--- src/rtl/core/assert_macros.svh ---
// assertion macros shared by the semaphore rtl
// depends on nothing; included by files that carry concurrent checks
`ifndef ASSERT_MACROS_SVH
`define ASSERT_MACROS_SVH
`ifndef SYNTHESIS
`define CSEM_ASSERT(lbl, clk, rst_n, prop, msg) \
    lbl: assert property (@(posedge clk) disable iff (!rst_n) prop) else $error(msg);
`define CSEM_NEVER(lbl, clk, rst_n, expr, msg) \
    lbl: assert property (@(posedge clk) disable iff (!rst_n) !(expr)) else $error(msg);
`else
`define CSEM_ASSERT(lbl, clk, rst_n, prop, msg)
`define CSEM_NEVER(lbl, clk, rst_n, expr, msg)
`endif
`endif

--- src/rtl/core/csem_pkg.sv ---
// types and constants of the counting semaphore with priority wait queue
// no dependencies; imported by every module of the block
package csem_pkg;

    localparam int MAX_WAITERS = 16;
    localparam int ID_BITS     = 8;
    localparam int PRIO_BITS   = 8;
    localparam int CNT_W       = 16;
    localparam int USED_W      = $clog2(MAX_WAITERS + 1);

    // command codes
    typedef enum logic [1:0] {
        CMD_WAIT    = 2'd0,
        CMD_SIGNAL  = 2'd1,
        CMD_TIMEOUT = 2'd2
    } cmd_t;

    // result status codes
    typedef enum logic [2:0] {
        ST_OK       = 3'd0,
        ST_BLOCKED  = 3'd1,
        ST_TIMEOUT  = 3'd2,
        ST_OVERFLOW = 3'd3,
        ST_FULL     = 3'd4
    } status_t;

    // configuration register indexes
    localparam logic [1:0] REG_START_COUNT = 2'd0;
    localparam logic [1:0] REG_COUNT_LIMIT = 2'd1;

    // operation broadcast to every queue cell
    typedef enum logic [1:0] {
        Q_HOLD,
        Q_INSERT,
        Q_REMOVE,
        Q_POP
    } q_op_t;

    typedef struct packed {
        q_op_t                 op;
        logic [ID_BITS-1:0]    id;
        logic [PRIO_BITS-1:0]  prio;
    } q_ctrl_t;

    // one queue entry as handed between neighbor cells
    typedef struct packed {
        logic [ID_BITS-1:0]    id;
        logic [PRIO_BITS-1:0]  prio;
    } entry_t;

    typedef enum logic {
        S_IDLE,
        S_EXEC
    } state_t;

endpackage

--- src/rtl/core/csem_cell.sv ---
// one slot of the shifting priority wait queue
// depends on csem_pkg; a row of these is built by csem_queue
module csem_cell
    import csem_pkg::*;
(
    input  logic    clk,
    input  q_ctrl_t ctrl,
    input  logic    occupied,
    input  logic    left_ge,
    input  logic    left_found,
    input  entry_t  left_entry,
    input  entry_t  right_entry,
    output logic    ge,
    output logic    found,
    output entry_t  entry
);

    entry_t entry_reg;
    entry_t entry_next;

    // ordering and match flags passed down the row
    assign ge    = left_ge & occupied & (entry_reg.prio >= ctrl.prio);
    assign found = left_found | (occupied & (entry_reg.id == ctrl.id));

    // slot update: keep, load new, take from left, or take from right
    always_comb
    begin
        entry_next = entry_reg;
        unique case (ctrl.op)
            Q_INSERT:
            begin
                if (!ge)
                begin
                    if (left_ge)
                    begin
                        entry_next.id   = ctrl.id;
                        entry_next.prio = ctrl.prio;
                    end
                    else
                    begin
                        entry_next = left_entry;
                    end
                end
            end
            Q_REMOVE:
            begin
                if (found)
                begin
                    entry_next = right_entry;
                end
            end
            Q_POP:
            begin
                entry_next = right_entry;
            end
            Q_HOLD:
            begin
                entry_next = entry_reg;
            end
            default:
            begin
                entry_next = entry_reg;
            end
        endcase
    end

    always_ff @(posedge clk)
    begin
        entry_reg <= entry_next;
    end

    assign entry = entry_reg;

endmodule

--- src/rtl/core/csem_queue.sv ---
// row of queue cells holding waiters in priority order, head at slot 0
// depends on csem_pkg and csem_cell
module csem_queue
    import csem_pkg::*;
(
    input  logic                clk,
    input  q_ctrl_t             ctrl,
    input  logic [USED_W-1:0]   used,
    output logic [ID_BITS-1:0]  head_id,
    output logic                found
);

    logic   [MAX_WAITERS:0]   ge_link;
    logic   [MAX_WAITERS:0]   found_link;
    entry_t [MAX_WAITERS-1:0] entries;
    entry_t                   tail_fill;

    assign ge_link[0]    = 1'b1;
    assign found_link[0] = 1'b0;
    assign tail_fill     = '0;

    // the chain of cells
    for (genvar i = 0; i < MAX_WAITERS; i++)
    begin : g_cell
        logic   occ;
        entry_t left_e;
        entry_t right_e;

        assign occ     = (used > USED_W'(i));
        assign left_e  = (i == 0) ? tail_fill : entries[(i == 0) ? 0 : i - 1];
        assign right_e = (i == MAX_WAITERS - 1) ? tail_fill
                         : entries[(i == MAX_WAITERS - 1) ? i : i + 1];

        csem_cell u_cell (
            .clk         (clk),
            .ctrl        (ctrl),
            .occupied    (occ),
            .left_ge     (ge_link[i]),
            .left_found  (found_link[i]),
            .left_entry  (left_e),
            .right_entry (right_e),
            .ge          (ge_link[i+1]),
            .found       (found_link[i+1]),
            .entry       (entries[i])
        );
    end

    assign head_id = entries[0].id;
    assign found   = found_link[MAX_WAITERS];

endmodule

--- src/rtl/core/counting_semaphore_priority_waitq_unit.sv ---
// top level of the counting semaphore with priority wait queue
// depends on csem_pkg, csem_queue and assert_macros.svh
//
//  channel   | direction | fields (lowest bit up)
//  s_axis    | in        | tdata: task_id[7:0] task_priority[15:8] no_wait[16]; tuser: cmd
//  m_axis    | out       | tdata: status woken_valid woken_task count_now waiter_total
//  cfg       | in        | index 0 start count, index 1 count limit, one write per cycle
//
// each item is first registered, then updates the cell row and the count when the output
// register can take its result; the next item can be taken in the cycle after that update
// the result waits in an output register; a stalled output holds the item in execute
// reset empties the queue and clears count and configuration registers; no clearing pass
// a write to either configuration register reloads the count and empties the queue
`include "assert_macros.svh"
module counting_semaphore_priority_waitq_unit
    import csem_pkg::*;
(
    input  logic        clk,
    input  logic        rst_n,
    input  logic        s_tvalid,
    output logic        s_tready,
    input  logic [23:0] s_tdata,   // task_id, task_priority, no_wait
    input  logic [1:0]  s_tuser,   // cmd
    output logic        m_tvalid,
    input  logic        m_tready,
    output logic [39:0] m_tdata,   // status, woken_valid, woken_task, count_now, waiter_total
    input  logic        cfg_we,
    input  logic [1:0]  cfg_addr,
    input  logic [15:0] cfg_data
);

    state_t state_reg, state_next;

    logic [CNT_W-1:0]     init_reg, init_next;
    logic [CNT_W-1:0]     max_reg, max_next;
    logic [CNT_W-1:0]     count_reg, count_next;
    logic [USED_W-1:0]    used_reg, used_next;

    logic [1:0]           cmd_reg;
    logic [ID_BITS-1:0]   id_reg;
    logic [PRIO_BITS-1:0] prio_reg;
    logic                 nowait_reg;

    logic                 out_valid_reg, out_valid_next;
    logic [39:0]          out_data_reg;

    logic                 accept;
    logic                 fire;
    q_ctrl_t              q_ctrl;
    logic [ID_BITS-1:0]   head_id;
    logic                 q_found;

    status_t              st;
    logic                 wvalid;
    logic [ID_BITS-1:0]   wtask;
    logic [CNT_W-1:0]     op_count;
    logic [USED_W-1:0]    op_used;
    q_op_t                op;
    logic [CNT_W-1:0]     reload_count;

    assign s_tready = (state_reg == S_IDLE);
    assign accept   = s_tvalid & s_tready;
    assign fire     = (state_reg == S_EXEC) & (~out_valid_reg | m_tready);

    // state machine
    always_ff @(posedge clk or negedge rst_n)
    begin
        if (!rst_n)
        begin
            state_reg <= S_IDLE;
        end
        else
        begin
            state_reg <= state_next;
        end
    end

    always_comb
    begin
        state_next = state_reg;
        unique case (state_reg)
            S_IDLE:
            begin
                if (accept)
                begin
                    state_next = S_EXEC;
                end
            end
            S_EXEC:
            begin
                if (fire)
                begin
                    state_next = S_IDLE;
                end
            end
            default:
            begin
                state_next = S_IDLE;
            end
        endcase
    end

    // input item register
    always_ff @(posedge clk)
    begin
        if (accept)
        begin
            cmd_reg    <= s_tuser;
            id_reg     <= s_tdata[ID_BITS-1:0];
            prio_reg   <= s_tdata[8 +: PRIO_BITS];
            nowait_reg <= s_tdata[16];
        end
    end

    // command decode and semaphore arithmetic
    always_comb
    begin
        st       = ST_OK;
        wvalid   = 1'b0;
        wtask    = '0;
        op_count = count_reg;
        op_used  = used_reg;
        op       = Q_HOLD;
        unique case (cmd_reg)
            CMD_WAIT:
            begin
                priority if (count_reg != '0)
                begin
                    op_count = count_reg - 1'b1;
                end
                else if (nowait_reg)
                begin
                    st = ST_TIMEOUT;
                end
                else if (used_reg >= USED_W'(MAX_WAITERS))
                begin
                    st = ST_FULL;
                end
                else
                begin
                    op      = Q_INSERT;
                    op_used = used_reg + 1'b1;
                    st      = ST_BLOCKED;
                end
            end
            CMD_SIGNAL:
            begin
                priority if (used_reg != '0)
                begin
                    op      = Q_POP;
                    op_used = used_reg - 1'b1;
                    wvalid  = 1'b1;
                    wtask   = head_id;
                end
                else if ((max_reg != '0 && count_reg >= max_reg) || (&count_reg))
                begin
                    st = ST_OVERFLOW;
                end
                else
                begin
                    op_count = count_reg + 1'b1;
                end
            end
            CMD_TIMEOUT:
            begin
                if (q_found)
                begin
                    op      = Q_REMOVE;
                    op_used = used_reg - 1'b1;
                    st      = ST_TIMEOUT;
                end
            end
            default:
            begin
                st = ST_OK;
            end
        endcase
    end

    // queue control, active only in the update cycle
    always_comb
    begin
        q_ctrl.op   = fire ? op : Q_HOLD;
        q_ctrl.id   = id_reg;
        q_ctrl.prio = prio_reg;
    end

    csem_queue u_queue (
        .clk     (clk),
        .ctrl    (q_ctrl),
        .used    (used_reg),
        .head_id (head_id),
        .found   (q_found)
    );

    // configuration registers and reload
    always_comb
    begin
        init_next = init_reg;
        max_next  = max_reg;
        if (cfg_we && cfg_addr == REG_START_COUNT)
        begin
            init_next = cfg_data;
        end
        if (cfg_we && cfg_addr == REG_COUNT_LIMIT)
        begin
            max_next = cfg_data;
        end
        reload_count = (max_next != '0 && init_next > max_next) ? max_next : init_next;
    end

    // count and fill level
    always_comb
    begin
        count_next = count_reg;
        used_next  = used_reg;
        priority if (cfg_we && (cfg_addr == REG_START_COUNT || cfg_addr == REG_COUNT_LIMIT))
        begin
            count_next = reload_count;
            used_next  = '0;
        end
        else if (fire)
        begin
            count_next = op_count;
            used_next  = op_used;
        end
    end

    always_ff @(posedge clk or negedge rst_n)
    begin
        if (!rst_n)
        begin
            init_reg  <= '0;
            max_reg   <= '0;
            count_reg <= '0;
            used_reg  <= '0;
        end
        else
        begin
            init_reg  <= init_next;
            max_reg   <= max_next;
            count_reg <= count_next;
            used_reg  <= used_next;
        end
    end

    // output register
    always_comb
    begin
        out_valid_next = out_valid_reg;
        if (fire)
        begin
            out_valid_next = 1'b1;
        end
        else if (m_tready)
        begin
            out_valid_next = 1'b0;
        end
    end

    always_ff @(posedge clk or negedge rst_n)
    begin
        if (!rst_n)
        begin
            out_valid_reg <= 1'b0;
        end
        else
        begin
            out_valid_reg <= out_valid_next;
        end
    end

    always_ff @(posedge clk)
    begin
        if (fire)
        begin
            out_data_reg <= {7'd0, op_used, op_count, wtask, wvalid, st};
        end
    end

    assign m_tvalid = out_valid_reg;
    assign m_tdata  = out_data_reg;

    // checks
    `CSEM_NEVER(a_fill, clk, rst_n, used_reg > USED_W'(MAX_WAITERS), "fill beyond depth")
    `CSEM_NEVER(a_excl, clk, rst_n, count_reg != '0 && used_reg != '0, "units and waiters")
    `CSEM_ASSERT(a_grow, clk, rst_n, st == ST_BLOCKED |-> op_used > used_reg, "no growth")
    `CSEM_ASSERT(a_woken, clk, rst_n, m_tvalid & m_tdata[3] |-> m_tdata[2:0] == ST_OK, "bad status")
    `CSEM_ASSERT(a_exec, clk, rst_n, accept |=> state_reg == S_EXEC, "item not executed")

endmodule

--- config.mk ---
export PLATFORM = sky130hd
export DESIGN_NAME = counting_semaphore_priority_waitq_unit
export DESIGN_NICKNAME = d
export VERILOG_FILES = /design/src/rtl/core/csem_pkg.sv /design/src/rtl/core/csem_cell.sv /design/src/rtl/core/csem_queue.sv /design/src/rtl/core/counting_semaphore_priority_waitq_unit.sv
export VERILOG_INCLUDE_DIRS = /design/src /design/src/rtl/core
export SDC_FILE = /design/constraint.sdc
export NUM_CORES = 1
export LEC_CHECK = 0
export ABC_AREA = 1
export CORE_ASPECT_RATIO = 1.5
export CORE_MARGIN = 2
export CORE_UTILIZATION = 30
export CTS_CLUSTER_DIAMETER = 80
export CTS_CLUSTER_SIZE = 10
export DETAILED_ROUTE_END_ITERATION = 10
export DONT_BUFFER_PORTS = 1
export PLACE_DENSITY = 0.52
export SETUP_SLACK_MARGIN = 0.2
export SYNTH_ARGS = -nofsm -noshare
export SYNTH_HDL_FRONTEND = slang
export SYNTH_SLANG_ARGS = --single-unit
--- constraint.sdc ---
create_clock -name clk -period 10.44 [get_ports clk]
set_clock_uncertainty 0.1 [all_clocks]
set_input_delay 2.088 -clock clk [delete_from_list [all_inputs] [get_ports clk]]
set_output_delay 2.088 -clock clk [all_outputs]
set_load 0.05 [all_outputs]
# Yosys cells after proc, flatten, opt, wreduce, memory -nomap -nowiden
# Cells that the tools add are included.
[op_classes]
eq_ne = 54
reduce_logical = 34
n_bitwise = 68
addsub = 4
magnitude_cmp = 35
mux = 100
[ops]
columns = ["operator", "count"]
rows = [
  ["two-way mux 16 bit", 55],
  ["case mux 16 bit (3 select lines)", 16],
  ["== test 8 bit", 16],
  [">= comparator 8 bit", 16],
  ["!= test 2 bit, second input constant", 32],
  ["bitwise AND 1 bit", 49],
  ["AND reduction 3 bit", 16],
  ["nonzero test 16 bit", 3],
  ["> comparator 5 x 4 -> 1 bit, second input constant", 8],
  ["two-way mux 5 bit", 7],
  ["case mux 16 bit (2 select lines)", 1],
  ["> comparator 5 x 3 -> 1 bit, second input constant", 4],
  ["adder 16 x 1 -> 16 bit, second input constant", 1],
  [">= comparator 16 bit", 1],
  ["> comparator 16 bit", 1],
  ["OR 1 bit", 16],
  ["AND reduction 16 bit", 1],
  ["subtractor 16 x 1 -> 16 bit, second input constant", 1],
  ["case mux 5 bit (3 select lines)", 1],
  ["two-way mux 2 bit", 6],
  ["> comparator 5 x 1 -> 1 bit, second input constant", 2],
  ["> comparator 5 x 2 -> 1 bit, second input constant", 2],
  ["two-way mux 3 bit", 3],
  ["case mux 3 bit (3 select lines)", 1],
  ["other kinds (15)", 36],
]
[word_totals]
out_inout_bits = 42
inputBits = 49
reg_bits = 363
elab_cells = 340

# Logic depth before layout (Yosys ltp)
# Gate-level depths: netlist of the first run.
[depth]
word_depth = 34
depth_mapped = 24
mapped_depth_nobuf = 22

# By module
# A second synthesis of the first run with hierarchy kept.
[unflattened]
hier_cells = 3651
area_unflattened_um2 = 26477.9
[by_module_without_submodules]
columns = ["mod", "n_inst", "cells_each", "area_each_um2"]
rows = [
  ["csem_cell", 16, 176, 1246.2],
  ["counting_semaphore_priority_waitq_unit", 1, 799, 6386.1],
  ["csem_queue", 1, 36, 152.6],
]

# Least setup slack after synthesis of the first run
# OpenSTA, ideal clock, no wires.
[synth_timing]
path_kind = "input port to flip-flop"
start = "input cfg_we"
end = "register count_reg[14]"
setup_slack_ns = 4.908
setup_ns = 0.122
stages = 21
t_arrival_ns = 5.310
path_cell_list = "inv_1 nor2_1 clkbuf_1 inv_1 or2_2 clkbuf_1 buf_1 mux2_2 ha_1 nand2_1 inv_1 nand3_1 nor4_1 nand2_1 a32oi_1 nand2_1 inv_1 clkbuf_1 a21oi_1 a22oi_1 nand2_1"
[synth_via]
elab_chain_cells = 6
word_cells_on_any_way = 11
[synth_lines]
columns = ["element", "line", "source"]
rows = [
  ["from (decl)", "counting_semaphore_priority_waitq_unit.sv:27", "input logic cfg_we,"],
  ["logical AND 1 bit", "counting_semaphore_priority_waitq_unit.sv:201", "if (cfg_we && cfg_addr == REG_START_COUNT)"],
  ["two-way mux 16 bit", "counting_semaphore_priority_waitq_unit.sv:201", ""],
  ["named net init_next[15]", "counting_semaphore_priority_waitq_unit.sv:34", "logic [CNT_W-1:0] init_reg, init_next;"],
  ["> comparator 16 bit", "counting_semaphore_priority_waitq_unit.sv:209", "reload_count = (max_next != '0 && init_next > max_next) ? max_next : init_next;"],
  ["logical AND 1 bit", "counting_semaphore_priority_waitq_unit.sv:209", ""],
  ["two-way mux 16 bit", "counting_semaphore_priority_waitq_unit.sv:209", ""],
  ["two-way mux 16 bit", "counting_semaphore_priority_waitq_unit.sv:217", "priority if (cfg_we && (cfg_addr == REG_START_COUNT || cfg_addr == REG_COUNT_LIMIT))"],
  ["to (signal assigned)", "counting_semaphore_priority_waitq_unit.sv:242", "count_reg <= count_next;"],
  ["to (decl)", "counting_semaphore_priority_waitq_unit.sv:36", "logic [CNT_W-1:0] count_reg, count_next;"],
]
# The timed path passes the listed nets, and every way through them passes these cells.
# A chain may end at the register's enable or synchronous reset.

# Worst setup path after layout of the first run
[layout_timing]
start = "register prio_reg[5]"
end = "register u_queue.g_cell[13].u_cell.entry_reg (netlist bit u_queue.g_cell[13].u_cell.entry[7]) (enable)"
[layout_via]
elab_chain_cells = 30
word_cells_on_any_way = 43
[layout_lines]
columns = ["element", "line", "source"]
rows = [
  ["from (decl)", "counting_semaphore_priority_waitq_unit.sv:41", "logic [PRIO_BITS-1:0] prio_reg;"],
  ["from (signal assigned)", "counting_semaphore_priority_waitq_unit.sv:110", "prio_reg <= s_tdata[8 +: PRIO_BITS];"],
  [">= comparator 8 bit", "csem_cell.sv:22", "assign ge = left_ge & occupied & (entry_reg.prio >= ctrl.prio);"],
  ["bitwise AND 1 bit (26 in a row)", "csem_cell.sv:22", ""],
  ["bitwise AND 1 bit *", "csem_cell.sv:22", ""],
  ["!= test 2 bit (no source line) *", "n/a", ""],
  ["AND reduction 3 bit (no source line) *", "n/a", ""],
  ["to (signal assigned)", "csem_cell.sv:69", "entry_reg <= entry_next;"],
  ["to (decl)", "csem_cell.sv:18", "entry_t entry_reg;"],
]
# Every way passes the cells marked *; elsewhere a longest branch is shown, timed or not.

==> results.toml, run 1 <==
[detailed_routing]
vias_per_cell = 5.22
wire_per_inst_um = 21.3
drc = 0
first_drt_iteration_drcs = 1316
antenna_violation_net_count_after_detailed_routing = 0
detailedRoute.firstPassIterationCount = 5
dr_total_vias = 20600
finalWirelength_um = 84000

[die]
floorplan.initialDensity = 0.303
ios = 91
die_w_um = 236
fp-row-count = 127
die-area_sq_um = 83100
die_y_um = 352
floorplan.core_area_sq_um = 79900

[global_routing]
grt_start_max_net_pins = 177
grt_pass1_vias = 20400
grt.overflow.total = 0
grt_antenna_before_repair = 1
grt_util_met2 = 0.382
grt_usage = 0.200
groute.layer.met1.usage = 0.209
grt_first_pass_wirelength_um = 126000
globalRouteMet3Util = 0.0238
gr-max-usage-layer = "met2"

[yosys]
post_synth_inst_count = 2959
synth.avg_cell_area_sq_um = 8.19
ys_seq_elements = 363
synth_async_sr_flop_share = 0.152
number_of_enable_type_register_cells_in_the_synthesized_netlist = 308
ys_top_cells_by_area = "sky130_fd_sc_hd__edfxtp_1 (38%), sky130_fd_sc_hd__nand2_1 (11%), sky130_fd_sc_hd__ha_1 (8.7%)"
synth_top_flop_cell = "sky130_fd_sc_hd__edfxtp_1"
synth.top_cell.area_share = 0.382
yosysWarningCount = 0
synth_top_area_cell = "sky130_fd_sc_hd__edfxtp_1"
fraction_of_the_yosys_area_taken_by_sequential_cells = 0.438
synth_area_sq_um = 24200
ys_types = 52

[power]
swShare = 0.376
clkPwrFrac = 0.299
pwr_density_cell_nw_per_um2 = 174
p_total_w = 0.00458
power.share.sequential = 0.440
internal_w = 0.00286
total_switching_power_w = 0.00172
power.share.combinational = 0.261
leakage_power_figure_nw = 11.2
vdd.ir_drop.worst_mv = 0.157

[worst_setup_path]
reg2regPathDepth = 18
cp-end-kind = "register"
crit_family = "simple AND/OR/NAND/NOR gates"
slowest_stage = "sky130_fd_sc_hd__edfxtp_1"
timing.critical_path.cells = "inv_1 > ha_1 > a21oi_1 > o21a_1 > nand2_1 > nand2_2 > nor2_2 > nand4_2 > nor2_4 > nand4_4 > nor2_8 > nand4_4 > nor2_4 > buf_4 > nand2_2 > o21ai_0 > nor2_1 > buf_4"
worst-endpoint-arrival_ns = 7.79
worstSetupPathDepth = 18
worst-endpoint-required_ns = 10.66
critical_path.max_stage_delay_ns = 0.76
timing.critical_path.buf_inv = 3
worstPathMaxFanout = 36
start_kind = "register"
reg2reg_setup_slack_ns = 2.87
criticalPathCategory = "reg -> reg"

[clock_network]
clkSinkCount = 363
postcts_setup_bufs = 0
tritoncts_clock_tree = "done"
clock_tree.buffer_depth = 3
hold_buffers = 0
clk_pin_slew_worst_paths_ns = 0.06
cts_htree_levels = 2
cts-resized-gates = 0
numCtsBuffers = 42
cts_root_cell = "sky130_fd_sc_hd__clkbuf_16"
clock_insertion_delay_worst_skew_ns = 0.59

[placed_design]
portbufs = 0
weighted_congestion_reported_at_the_end_of_routability_driven_placement = 0.875
dpl.hpwl_um = 60800

[final_layout]
most_common_cell_after_layout_fill_and_taps_aside = "sky130_fd_sc_hd__nand2_1"
layout.cells.most_common_list = "sky130_fd_sc_hd__nand2_1 (737), sky130_fd_sc_hd__o21ai_0 (338), sky130_fd_sc_hd__inv_1 (325)"
nets = 3101
layout-drive-gt1-share = 0.0499
largest_register_ffs = 256
syn_to_final_growth_pct = 8.68

[run]
cap_violations = 0

[timing]
relSlewSlack = 0.181
fmax_mhz = 132
rsz_0062_raised_after_global_routing = "false"
tightestPinTransition_ns = 1.22
setup_tns_ns = 0
final_hold_viol_count = 0
period_utilization_post_route = 0.725
final-setup-viol-count = 0
min_tclk_post_route_ns = 7.57
maxSlewViolCount = 0

[run_status]
run_status = "complete, no violations"

[worst_hold_path]
worstHoldPathType = "reg -> reg"
min_path_cells = 1
## through the flow
stage	worst slack (ns)	cell area [sq um]	util	hold WS [ns]	cells
final	2.87	26300	0.330	0.419	3937
after floorplan	4.91	24300	-	0.371	2965
after CTS	2.82	26300	0.330	0.418	3936
after global routing	2.36	26300	0.330	0.433	3937
after detailed placement	2.84	25200	0.315	0.403	3872
after global placement	2.82	25200	0.315	0.388	3872
## synth_stat cells, types with 3 or more instances
cell,number
sky130_fd_sc_hd__nand2_1,739
sky130_fd_sc_hd__o21ai_0,338
sky130_fd_sc_hd__inv_1,326
sky130_fd_sc_hd__edfxtp_1,308
sky130_fd_sc_hd__ha_1,168
sky130_fd_sc_hd__nor2_1,166
sky130_fd_sc_hd__a21oi_1,137
sky130_fd_sc_hd__nand3_1,97
sky130_fd_sc_hd__clkbuf_1,80
sky130_fd_sc_hd__buf_2,78
sky130_fd_sc_hd__o211ai_1,72
sky130_fd_sc_hd__xor2_1,59
sky130_fd_sc_hd__nand4_1,58
sky130_fd_sc_hd__dfrtp_1,55
sky130_fd_sc_hd__a31oi_1,51
sky130_fd_sc_hd__o21ai_1,51
sky130_fd_sc_hd__nor4_1,24
sky130_fd_sc_hd__xnor2_1,22
sky130_fd_sc_hd__nor3_1,19
sky130_fd_sc_hd__mux2_2,13
sky130_fd_sc_hd__o21a_1,10
sky130_fd_sc_hd__a22oi_1,8
sky130_fd_sc_hd__buf_4,8
sky130_fd_sc_hd__inv_2,8
sky130_fd_sc_hd__o2111ai_1,6
sky130_fd_sc_hd__o221ai_1,5
sky130_fd_sc_hd__buf_6,4
sky130_fd_sc_hd__o22ai_1,4
sky130_fd_sc_hd__or2_2,4
sky130_fd_sc_hd__a211oi_1,3
sky130_fd_sc_hd__a21boi_0,3
sky130_fd_sc_hd__buf_1,3
sky130_fd_sc_hd__clkinv_1,3
sky130_fd_sc_hd__nor2_4,3
## final timing paths
check	from	end
max in group asynchronous	rst_n	count_reg[3]
min in group asynchronous	rst_n	max_reg[9]
setup / recovery	prio_reg[5]	u_queue.g_cell[13].u_cell.entry[7]
setup reg to reg	prio_reg[5]	u_queue.g_cell[13].u_cell.entry[7]
hold reg to reg	init_reg[4]	init_reg[4]
hold / removal	init_reg[4]	init_reg[4]
## layer usage
metal	wire length (um)	vias up	share of wire
li1	-	9962	-
met1	31100	9887	0.37
met2	44900	522	0.53
met3	3110	199	0.037
met4	4930	0	0.059
met5	0	-	0
## cells by family after synthesis
| group | synth area share |
|---|---|
| fa+ha+maj | 0.0867 |
| other cells | 0.000155 |
| mux | 0.00645 |
| buf+inv | 0.0855 |
| xor+xnor | 0.0293 |
| compound gates | 0.160 |
| simple gates | 0.193 |
| flops | 0.438 |
## layout make-up
| type | instances | area (sq um) |
|---|---|---|
| sequential | 363 | 10600 |
| inverter | 337 | 1270 |
| timing repair buffer | 48 | 373 |
| clock inverter | 4 | 42.5 |
| antenna | 1 | 2.50 |
| tap | 1032 | 1290 |
| clock buffer | 60 | 1120 |
| multi-input combinational | 2092 | 11600 |
| fill | 8500 | 53600 |
## worst register-to-register path: stages, from the launching register on
cell and delay, ns:
sky130_fd_sc_hd__edfxtp_1 0.76, sky130_fd_sc_hd__inv_1 0.51, sky130_fd_sc_hd__ha_1 0.45, sky130_fd_sc_hd__a21oi_1 0.07, sky130_fd_sc_hd__o21a_1 0.17, sky130_fd_sc_hd__nand2_1 0.07, sky130_fd_sc_hd__nand2_2 0.27, sky130_fd_sc_hd__nor2_2 0.26
sky130_fd_sc_hd__nand4_2 0.54, sky130_fd_sc_hd__nor2_4 0.39, sky130_fd_sc_hd__nand4_4 0.41, sky130_fd_sc_hd__nor2_8 0.60, sky130_fd_sc_hd__nand4_4 0.65, sky130_fd_sc_hd__nor2_4 0.65, sky130_fd_sc_hd__buf_4 0.38, sky130_fd_sc_hd__nand2_2 0.32
sky130_fd_sc_hd__o21ai_0 0.25, sky130_fd_sc_hd__nor2_1 0.22, sky130_fd_sc_hd__buf_4 0.27
## power groups by stage
stage / Clock (W) / Combinational, W / Sequential, W
floorplan: 0 / 0.000833 / 0.00196
global placement: 0 / 0.00118 / 0.00204
detailed placement: 0 / 0.00119 / 0.00204
CTS: 0.00140 / 0.00120 / 0.00201
global route: 0.00144 / 0.00134 / 0.00203
finish: 0.00137 / 0.00119 / 0.00201
Note: power is estimated with default switching activity, not from simulation.
==> run 2, diff against run 1 <==
==> constraint.sdc (replaced) <==
create_clock -name clk -period 7.2 [get_ports clk]
set_clock_uncertainty 0.1 [all_clocks]
set_input_delay 1.44 -clock clk [delete_from_list [all_inputs] [get_ports clk]]
set_output_delay 1.44 -clock clk [all_outputs]
set_load 0.05 [all_outputs]
==> results.toml, run 2 (synthesis results as in run 1) <==
[run_status]
run_status = "complete, no violations"

[clock_network]
clock_insertion_delay_worst_skew_ns = 0.60
postcts_setup_bufs = 0
cts-resized-gates = 0
clkSinkCount = 363
clock_tree.buffer_depth = 3
cts_htree_levels = 2
tritoncts_clock_tree = "done"
numCtsBuffers = 42
hold_buffers = 0
cts_root_cell = "sky130_fd_sc_hd__clkbuf_16"
clk_pin_slew_worst_paths_ns = 0.06

[worst_hold_path]
hold_end = "init_reg[5]"
hold_path.startpoint = "init_reg[5]"
worstHoldPathType = "reg -> reg"
min_path_cells = 2

[detailed_routing]
vias_per_cell = 5.21
first_drt_iteration_drcs = 1366
antenna_violation_net_count_after_detailed_routing = 0
dr_total_vias = 20500
drc = 0
finalWirelength_um = 83500
wire_per_inst_um = 21.2
detailedRoute.firstPassIterationCount = 8

[die]
floorplan.core_area_sq_um = 79900
floorplan.initialDensity = 0.303
die-area_sq_um = 83100
die_y_um = 352
fp-row-count = 127
ios = 91
die_w_um = 236

[global_routing]
grt_start_max_net_pins = 114
grt_usage = 0.197
grt_pass1_vias = 20300
grt_first_pass_wirelength_um = 124000
grt_antenna_before_repair = 3
grt.overflow.total = 0

[placed_design]
dpl.hpwl_um = 60900
weighted_congestion_reported_at_the_end_of_routability_driven_placement = 0.897
portbufs = 0
placed_cell_area_sq_um = 25200
placed_cells = 3880

[timing]
fmax_mhz = 178
tightestPinTransition_ns = 1.23
maxSlewViolCount = 0
min_tclk_post_route_ns = 5.62
final-setup-viol-count = 0
period_utilization_post_route = 0.780
rsz_0062_raised_after_global_routing = "false"
relSlewSlack = 0.183
final_hold_viol_count = 0
setup_tns_ns = 0

[final_layout]
finalInstanceArea_sq_um = 26400
layout-drive-gt1-share = 0.0522
nets = 3109
layout.cells.most_common_list = "sky130_fd_sc_hd__nand2_1 (738), sky130_fd_sc_hd__o21ai_0 (338), sky130_fd_sc_hd__inv_1 (325)"
fin_cells = 3943
largest_register_ffs = 256
syn_to_final_growth_pct = 8.97
most_common_cell_after_layout_fill_and_taps_aside = "sky130_fd_sc_hd__nand2_1"

[power]
leakage_power_figure_nw = 11.2
vdd.ir_drop.worst_mv = 0.191
pwr_density_cell_nw_per_um2 = 252

[worst_setup_path]
reg2reg_setup_slack_ns = 1.58
start_kind = "register"
reg2regPathDepth = 19
criticalPathCategory = "reg -> reg"
worst-endpoint-required_ns = 7.38
worst-endpoint-arrival_ns = 5.79
critical_path.reg2reg.endpoint = "u_queue.g_cell[12].u_cell.entry[1]"
crit-reg2reg-launch = "used_reg[4]"
worstPathMaxFanout = 25
cp-end-kind = "register"

[run]
cap_violations = 0
run 2: changes by cell type in the layout (fill, tap and decap cells not counted), sizes merged:
cell | previous run | this run
buf | 48 | 56
bufinv | 0 | 1
clkbuf | 60 | 57
run 2: how the worst max path moves through the flow:
stage / start / endpoint / depth (start not counted)
5_1_grt: used_reg[4] / u_queue.g_cell[12].u_cell.entry[1] / 19
3_3_place_gp: used_reg[4] / u_queue.g_cell[12].u_cell.entry[5] / 19
4_1_cts: used_reg[4] / u_queue.g_cell[12].u_cell.entry[1] / 19
2_1_floorplan: cfg_we / count_reg[14] / 21
3_5_place_dp: used_reg[4] / u_queue.g_cell[12].u_cell.entry[5] / 19
6_report: used_reg[4] / u_queue.g_cell[12].u_cell.entry[1] / 19
run 2: routing by layer:
layer  wire length, um  GRT usage
met1             31100      0.208
met2             44300      0.376
met3              3180     0.0228
met4              4950      0.108
met5                 0          0
run 2: worst max-delay path, stage by stage (launching register included):
cell                      delay [ns]
sky130_fd_sc_hd__dfrtp_1        0.47
sky130_fd_sc_hd__inv_1          0.44
sky130_fd_sc_hd__ha_1           0.26
sky130_fd_sc_hd__nand2_1        0.10
sky130_fd_sc_hd__nor2_1         0.11
sky130_fd_sc_hd__nor2_1         0.11
sky130_fd_sc_hd__nand3_1        0.28
sky130_fd_sc_hd__o21ai_1        0.13
sky130_fd_sc_hd__nor2_1         0.10
sky130_fd_sc_hd__nand3_1        0.15
sky130_fd_sc_hd__nor2_2         0.21
sky130_fd_sc_hd__nand4_1        0.46
sky130_fd_sc_hd__nand2_1        0.29
sky130_fd_sc_hd__nand2_1        0.12
sky130_fd_sc_hd__nand2_4        0.29
sky130_fd_sc_hd__inv_4          0.20
sky130_fd_sc_hd__nand2_1        0.22
sky130_fd_sc_hd__nor3b_1        0.08
sky130_fd_sc_hd__a21oi_1        0.83
sky130_fd_sc_hd__buf_4          0.34
run 2: metrics by stage:
stage	power (W)	worst slack, ns	hold slack, ns	util
after global placement	0.00466	1.63	0.388	0.316
after CTS	0.00669	1.53	0.413	0.330
after floorplan	0.00405	2.32	0.371	-
after global routing	0.00698	1.22	0.429	0.330
final	0.00667	1.58	0.414	0.331
after detailed placement	0.00467	1.59	0.400	0.316
run 2: area by class of cell:
cell class / instances / area, sq um
antenna: 1 / 2.50
clock buffer: 57 / 1110
clock inverter: 5 / 68.8
fill: 8491 / 53500
inverter: 337 / 1270
multi-input combinational: 2092 / 11600
sequential: 363 / 10600
tap: 1032 / 1290
timing repair buffer: 56 / 433
run 2: power by group:
part / internal [W] / total (W) / switching [W] / leakage, nW
logic: 0.000508 / 0.00173 / 0.00122 / 7.22
registers: 0.00256 / 0.00292 / 0.000355 / 3.45
clock network: 0.00110 / 0.00202 / 0.000918 / 0.569
